[src/design/framebuffer_rect_and_glyph_blitter_assert.svh]
// Assertion macros shared by the blitter modules.
`ifndef FRAMEBUFFER_RECT_AND_GLYPH_BLITTER_ASSERT_SVH
`define FRAMEBUFFER_RECT_AND_GLYPH_BLITTER_ASSERT_SVH

// The consequent must hold in the same cycle as the antecedent.
`define FB_ASSERT_IMP(label, clk, rst, ante, cons, msg) \
   label: assert property (@(posedge clk) disable iff (rst) (ante) |-> (cons)) \
      else $error(msg);

// The consequent must hold in the cycle after the antecedent.
`define FB_ASSERT_NEXT(label, clk, rst, ante, cons, msg) \
   label: assert property (@(posedge clk) disable iff (rst) (ante) |=> (cons)) \
      else $error(msg);

// The expression must never be true.
`define FB_ASSERT_NEVER(label, clk, rst, expr, msg) \
   label: assert property (@(posedge clk) disable iff (rst) !(expr)) \
      else $error(msg);

`endif

[src/design/fbb_pkg.sv]
`timescale 1ns / 1ps
// ----------------------------------------------------------------------------
// Blitter package
// Panel geometry, command kinds, font ROM and controller/datapath types.
// ----------------------------------------------------------------------------
package fbb_pkg;

   localparam int PanelWidth  = 172;
   localparam int PanelHeight = 320;
   localparam int PixelCount  = PanelWidth * PanelHeight;
   localparam int AddrWidth   = $clog2(PixelCount);
   localparam int FontLow     = 8'h20;
   localparam int FontHigh    = 8'h5A;
   localparam int FontCount   = FontHigh - FontLow + 1;
   localparam int FontIdxWidth = $clog2(FontCount);

   // Wide enough for every intermediate coordinate of a block.
   localparam int CoordWidth = 13;

   typedef logic signed [CoordWidth-1:0] coord_type;

   typedef enum logic [2:0] {
      KIND_FILL    = 3'd0,
      KIND_OUTLINE = 3'd1,
      KIND_NOTCHED = 3'd2,
      KIND_GLYPH   = 3'd3,
      KIND_READ    = 3'd4
   } kind_type;

   typedef enum logic [3:0] {
      ST_IDLE,
      ST_SETUP,
      ST_CLIP,
      ST_DRAW,
      ST_NEXT,
      ST_READ,
      ST_READ_WAIT,
      ST_DONE
   } state_type;

   // Controller to datapath.
   typedef struct packed {
      logic load;        // capture a new command
      logic block_setup; // form the current block's raw rectangle
      logic clip;        // clip the raw rectangle
      logic draw;        // write one pixel and advance the scan
      logic next;        // advance to the next block of the shape
      logic read_addr;   // present the read address
      logic read_take;   // capture the read data
      logic done;        // present the result
   } cmd_type;

   // Datapath to controller.
   typedef struct packed {
      logic is_read;
      logic shape_done;  // no more blocks in this shape
      logic block_empty; // clipped block writes nothing
      logic scan_last;   // the pixel being written is the block's last
   } status_type;

   function automatic logic [39:0] font_row(input logic [FontIdxWidth-1:0] idx);
      logic [39:0] r;
      case (idx)
         6'd0:  r = 40'h0000000000; 6'd1:  r = 40'h00005F0000;
         6'd2:  r = 40'h0007000700; 6'd3:  r = 40'h147F147F14;
         6'd4:  r = 40'h242A7F2A12; 6'd5:  r = 40'h2313086462;
         6'd6:  r = 40'h3649552250; 6'd7:  r = 40'h0005030000;
         6'd8:  r = 40'h001C224100; 6'd9:  r = 40'h0041221C00;
         6'd10: r = 40'h14083E0814; 6'd11: r = 40'h08083E0808;
         6'd12: r = 40'h0050300000; 6'd13: r = 40'h0808080808;
         6'd14: r = 40'h0060600000; 6'd15: r = 40'h2010080402;
         6'd16: r = 40'h3E5149453E; 6'd17: r = 40'h00427F4000;
         6'd18: r = 40'h4261514946; 6'd19: r = 40'h2141454B31;
         6'd20: r = 40'h1814127F10; 6'd21: r = 40'h2745454539;
         6'd22: r = 40'h3C4A494930; 6'd23: r = 40'h0171090503;
         6'd24: r = 40'h3649494936; 6'd25: r = 40'h064949291E;
         6'd26: r = 40'h0036360000; 6'd27: r = 40'h0056360000;
         6'd28: r = 40'h0814224100; 6'd29: r = 40'h1414141414;
         6'd30: r = 40'h0041221408; 6'd31: r = 40'h0201510906;
         6'd32: r = 40'h324979413E; 6'd33: r = 40'h7E1111117E;
         6'd34: r = 40'h7F49494936; 6'd35: r = 40'h3E41414122;
         6'd36: r = 40'h7F4141221C; 6'd37: r = 40'h7F49494941;
         6'd38: r = 40'h7F09090901; 6'd39: r = 40'h3E4149497A;
         6'd40: r = 40'h7F0808087F; 6'd41: r = 40'h00417F4100;
         6'd42: r = 40'h2040413F01; 6'd43: r = 40'h7F08142241;
         6'd44: r = 40'h7F40404040; 6'd45: r = 40'h7F020C027F;
         6'd46: r = 40'h7F0408107F; 6'd47: r = 40'h3E4141413E;
         6'd48: r = 40'h7F09090906; 6'd49: r = 40'h3E4151215E;
         6'd50: r = 40'h7F09192946; 6'd51: r = 40'h4649494931;
         6'd52: r = 40'h01017F0101; 6'd53: r = 40'h3F4040403F;
         6'd54: r = 40'h1F2040201F; 6'd55: r = 40'h3F4038403F;
         6'd56: r = 40'h6314081463; 6'd57: r = 40'h0708700807;
         6'd58: r = 40'h6151494543;
         default: r = 40'h0000000000;
      endcase
      return r;
   endfunction

endpackage

[src/design/fbb_ctrl.sv]
`timescale 1ns / 1ps
// ----------------------------------------------------------------------------
// Blitter controller
// Sequences setup, clipping, pixel scan and read for each transaction.
// ----------------------------------------------------------------------------
`include "framebuffer_rect_and_glyph_blitter_assert.svh"

module fbb_ctrl import fbb_pkg::*; (
   input  logic       clock,
   input  logic       reset,
   input  logic       start,
   input  status_type status,
   output cmd_type    cmd,
   output logic       busy
);

   state_type state_ff, state_in;

   always_ff @(posedge clock) begin
      if (reset) begin
         state_ff <= ST_IDLE;
      end else begin
         state_ff <= state_in;
      end
   end

   always_comb begin
      state_in = state_ff;
      case (state_ff)
         ST_IDLE: begin
            if (start) state_in = ST_SETUP;
         end
         ST_SETUP: begin
            if (status.is_read) state_in = ST_READ;
            else if (status.shape_done) state_in = ST_DONE;
            else state_in = ST_CLIP;
         end
         ST_CLIP: begin
            state_in = ST_DRAW;
         end
         ST_DRAW: begin
            if (status.block_empty || status.scan_last) state_in = ST_NEXT;
         end
         ST_NEXT: begin
            state_in = ST_SETUP;
         end
         ST_READ: begin
            state_in = ST_READ_WAIT;
         end
         ST_READ_WAIT: begin
            state_in = ST_DONE;
         end
         ST_DONE: begin
            state_in = ST_IDLE;
         end
         default: begin
            state_in = ST_IDLE;
         end
      endcase
   end

   always_comb begin
      cmd  = '0;
      busy = 1'b1;
      case (state_ff)
         ST_IDLE: begin
            busy     = 1'b0;
            cmd.load = start;
         end
         ST_SETUP:     cmd.block_setup = 1'b1;
         ST_CLIP:      cmd.clip = 1'b1;
         ST_DRAW:      cmd.draw = !status.block_empty;
         ST_NEXT:      cmd.next = 1'b1;
         ST_READ:      cmd.read_addr = 1'b1;
         ST_READ_WAIT: cmd.read_take = 1'b1;
         ST_DONE:      cmd.done = 1'b1;
         default:      busy = 1'b1;
      endcase
   end

   `FB_ASSERT_NEXT(a_start_leaves_idle, clock, reset, state_ff == ST_IDLE && start,
      state_ff == ST_SETUP, "accepted transaction did not start setup")
   `FB_ASSERT_NEXT(a_done_returns_idle, clock, reset, state_ff == ST_DONE,
      state_ff == ST_IDLE, "controller did not return to idle")
   `FB_ASSERT_NEVER(a_one_cmd, clock, reset, !$onehot0(cmd),
      "controller issued more than one command")

endmodule

[config.mk]
export PLATFORM = sky130hd
export DESIGN_NAME = fbb_ctrl
export DESIGN_NICKNAME = d
export VERILOG_FILES = /design/src/design/fbb_pkg.sv /design/src/design/fbb_ctrl.sv
export VERILOG_INCLUDE_DIRS = /design/src /design/src/design
export SDC_FILE = /design/constraint.sdc
export NUM_CORES = 1
export LEC_CHECK = 0
export BUFFER_PORTS_ARGS = -buffer_cell sky130_fd_sc_hd__buf_4
export CAP_MARGIN = 20
export CORE_AREA = 2 2 39 41
export DETAILED_ROUTE_END_ITERATION = 16
export DIE_AREA = 0 0 41 43
export PLACE_DENSITY_LB_ADDON = 0.1
export SETUP_SLACK_MARGIN = 0.4
export SYNTH_ARGS = -nofsm -noshare
export SYNTH_HDL_FRONTEND = slang
export SYNTH_SLANG_ARGS = --single-unit
[constraint.sdc]
create_clock -name clock -period 1.2 [get_ports clock]
set_clock_uncertainty 0.1 [all_clocks]
set_input_delay 0.24 -clock clock [delete_from_list [all_inputs] [get_ports clock]]
set_output_delay 0.24 -clock clock [all_outputs]
set_load 0.1 [all_outputs]
==> flow_metrics.env <==
export IMPL_p_leak_nw=0.284
export IMPL_slowest_stage="or3_4"
export IMPL_fin_ws_ns=-0.315
export IMPL_postSynth_asyncResetShare_pct=0
export IMPL_path_delay_family="simple AND/OR/NAND/NOR gates"
export IMPL_dp_hpwl_um=727
export IMPL_setup_viol=10
export IMPL_whs_ns=0.0796
export IMPL_synth_compound_area_share_pct=30.1
export IMPL_gp_congestion=0.722
export IMPL_cts_buffer_depth=2
export IMPL_clk_latency_ns=0.23
export IMPL_nNetsFinal=68
export IMPL_synth_simple_area_share_pct=33.5
export IMPL_vias=350
export IMPL_regMostFlops="state_ff"
export IMPL_port_buffers=15
export IMPL_violations="negative setup slack"
export IMPL_ys_seq_elements=3
export IMPL_die_h_um=43
export IMPL_drtAntennaViolNets=0
export IMPL_coreArea_mm2=0.00138
export IMPL_end_kind="primary output"
export IMPL_post_synth_instance_area_um2=220
export IMPL_h_tree_depth=1
export IMPL_antenna_found_initial=0
export IMPL_die_area_mm2=0.00176
export IMPL_intPower_mw=0.473
export IMPL_synth_edff_count=0
export IMPL_min_path_type="input port to flip-flop"
export IMPL_grt_start_max_net_pins=9
export IMPL_final_min_clock_period_ns=1.52
export IMPL_insertedDiodeCount=0
export IMPL_largest_register_ff_count=3
export IMPL_cts_buffers=3
export IMPL_wirelength_um=1050
export IMPL_start_util_pct=15.9
export IMPL_seq_area_frac_synth_pct=27.3
export IMPL_synth_fa_ha_area_share_pct=0
export IMPL_maxSlewHeadroom_pct=85.1
export IMPL_dpl_cell_area_um2=488
export IMPL_cts_tree="built"
export IMPL_path_clk_slew_ns=0.03
export IMPL_cp_max_fo=7
export IMPL_status="complete, but fails checks"
export IMPL_path_cells="or3_4 -> buf_12"
export IMPL_drv_slew=0
export IMPL_root_buffer="clkbuf_4"
export IMPL_stdcell_count=76
export IMPL_grt_overflow_total=0
export IMPL_timing_max_cap_violations=0
export IMPL_final_util_pct=50.6
export IMPL_cpPeakStageDelay_ns=0.41
export IMPL_power_total_mw=0.879
export IMPL_design_area_um2=701
export IMPL_avgSynthCellArea_um2=7.10
export IMPL_fin_crit_sh_pct=126
export IMPL_crit_required_ns=0.86
export IMPL_grt_pass1_wl_um=1860
export IMPL_synth_ff_type="dfxtp_1"
export IMPL_place_inst=68
export IMPL_rsz0062_at_grt="true"
export IMPL_worst_setup_path_start_kind="flip-flop"
export IMPL_crit_type="flip-flop to primary output"
export IMPL_drc=0
export IMPL_syn_to_final_growth_pct=218
export IMPL_p_per_area_mw_per_mm2=1250
export IMPL_hold_violations=0
export IMPL_muxShareOfSynthArea_pct=0
export IMPL_arrival_ns=1.18
export IMPL_yosys_warnings=0
export IMPL_drive_above_1_share_pct=81.7
export IMPL_p_sw_mw=0.406
export IMPL_initialDrtViolationCount=4
export IMPL_grt_pass1_vias=417
export IMPL_power_frac_comb_pct=63.6
export IMPL_pwr_share_clk_pct=19.8
export IMPL_syn_inst=31
export IMPL_largestRegisters="state_ff x3"
export IMPL_fmax_ghz=0.660
export IMPL_synth_xor_xnor_area_share_pct=0
export IMPL_dr_pass1_iters=3
export IMPL_synth_nets=38
export IMPL_vias_per_cell=4.61
export IMPL_p_seq_share_pct=16.6
export IMPL_vdd_drop_max_uv=577
export IMPL_die_x_um=41
export IMPL_switching_share_pct=46.2
export IMPL_cts_sinks=3
export IMPL_worst_pin_slew_ns=0.222
export IMPL_cp_buffers_inverters=1
export IMPL_synthDistinctLibCells=17
export IMPL_grt_usage_pct=15.8
export IMPL_synth_top_family_by_area="simple AND/OR/NAND/NOR gates"
export IMPL_fin_setup_tns_ns=-2.43
export IMPL_row_count=14
export IMPL_io_pins=16
export IMPL_pre_cts_ws_ns=-0.184
export IMPL_wire_per_inst_um=13.8
==> power groups by stage <==
stage	clock network (mW)	registers (mW)	logic, mW
after floorplan	0	0.132	0.328
after global placement	0	0.147	0.424
after detailed placement	0	0.148	0.427
after CTS	0.186	0.145	0.534
after global routing	0.203	0.149	0.584
final	0.174	0.146	0.559
==> final timing paths <==
| path | from | to | slack, ns | cells past startpoint |
|---|---|---|---|---|
| setup / recovery | state_ff[2] | busy | -0.32 | 2 |
| hold / removal | reset | state_ff[1] | 0.08 | 2 |
| setup reg to reg | state_ff[1] | state_ff[1] | -0.05 | 4 |
| hold reg to reg | state_ff[0] | state_ff[0] | 0.51 | 2 |
==> cell type report <==
cell class | count | area, um2
Fill cell | 141 | 683
Timing Repair Buffer | 27 | 339
Multi-Input combinational cell | 24 | 229
Sequential cell | 3 | 71.3
Clock buffer | 4 | 26.3
Tap cell | 16 | 20.0
Inverter | 2 | 15.0
==> worst reg2reg max path, stage by stage (launching register included) <==
cell and delay, ns:
dfxtp_4 0.37, buf_6 0.13, buf_4 0.14, a211o_1 0.23
a211oi_2 0.18
==> synthesized netlist by cell type, types with 2 or more instances <==
library cell | n | area, um2
or3_1 | 2 | 12.5
dfxtp_1 | 3 | 60.1
o211ai_1 | 2 | 15.0
o21ai_0 | 2 | 10.0
nand2_1 | 2 | 7.51
nor3_1 | 4 | 20.0
and3_1 | 3 | 18.8
nor2_1 | 4 | 15.0
==> logic make-up after synthesis <==
family | count (synthesis)
and+or+nand+nor | 15
AOI/OAI and AO/OA | 9
buffers and inverters | 4
DFF | 3
==> cell usage in the layout (no fill, tap or decap), drive strengths merged <==
| cell type | Yosys | routed |
|---|---|---|
| buf | 2 | 27 |
| nor3 | 4 | 4 |
| clkbuf | 0 | 4 |
| nor2 | 4 | 4 |
| dfxtp | 3 | 3 |
| and3 | 3 | 3 |
| nand2 | 2 | 2 |
| o211ai | 2 | 2 |
| inv | 2 | 2 |
| or3 | 2 | 2 |
| o21ai | 2 | 2 |
| a31oi | 1 | 1 |
| a21oi | 1 | 1 |
| a311oi | 1 | 1 |
| a211o | 1 | 1 |
| a211oi | 1 | 1 |
==> timing repair <==
item,CTS,global route
resized for setup,34,7
buffers inserted,3,1
cloned,0,0
setup endpoints to repair,12,12
hold buffers,0,0
pin swaps,7,4
==> per-layer routing <==
| layer | part of all wire, % | routed length, um | global-route usage [%] | vias to the layer above |
|---|---|---|---|---|
| li1 | - | - | - | 175 |
| met1 | 36 | 381 | 17.4 | 163 |
| met2 | 56 | 589 | 26.3 | 10 |
| met3 | 4.7 | 49 | 4.71 | 2 |
| met4 | 2.6 | 27 | 6.67 | 0 |
| met5 | 0 | 0 | 0 | - |
Note: power is estimated with default switching activity, not from simulation.
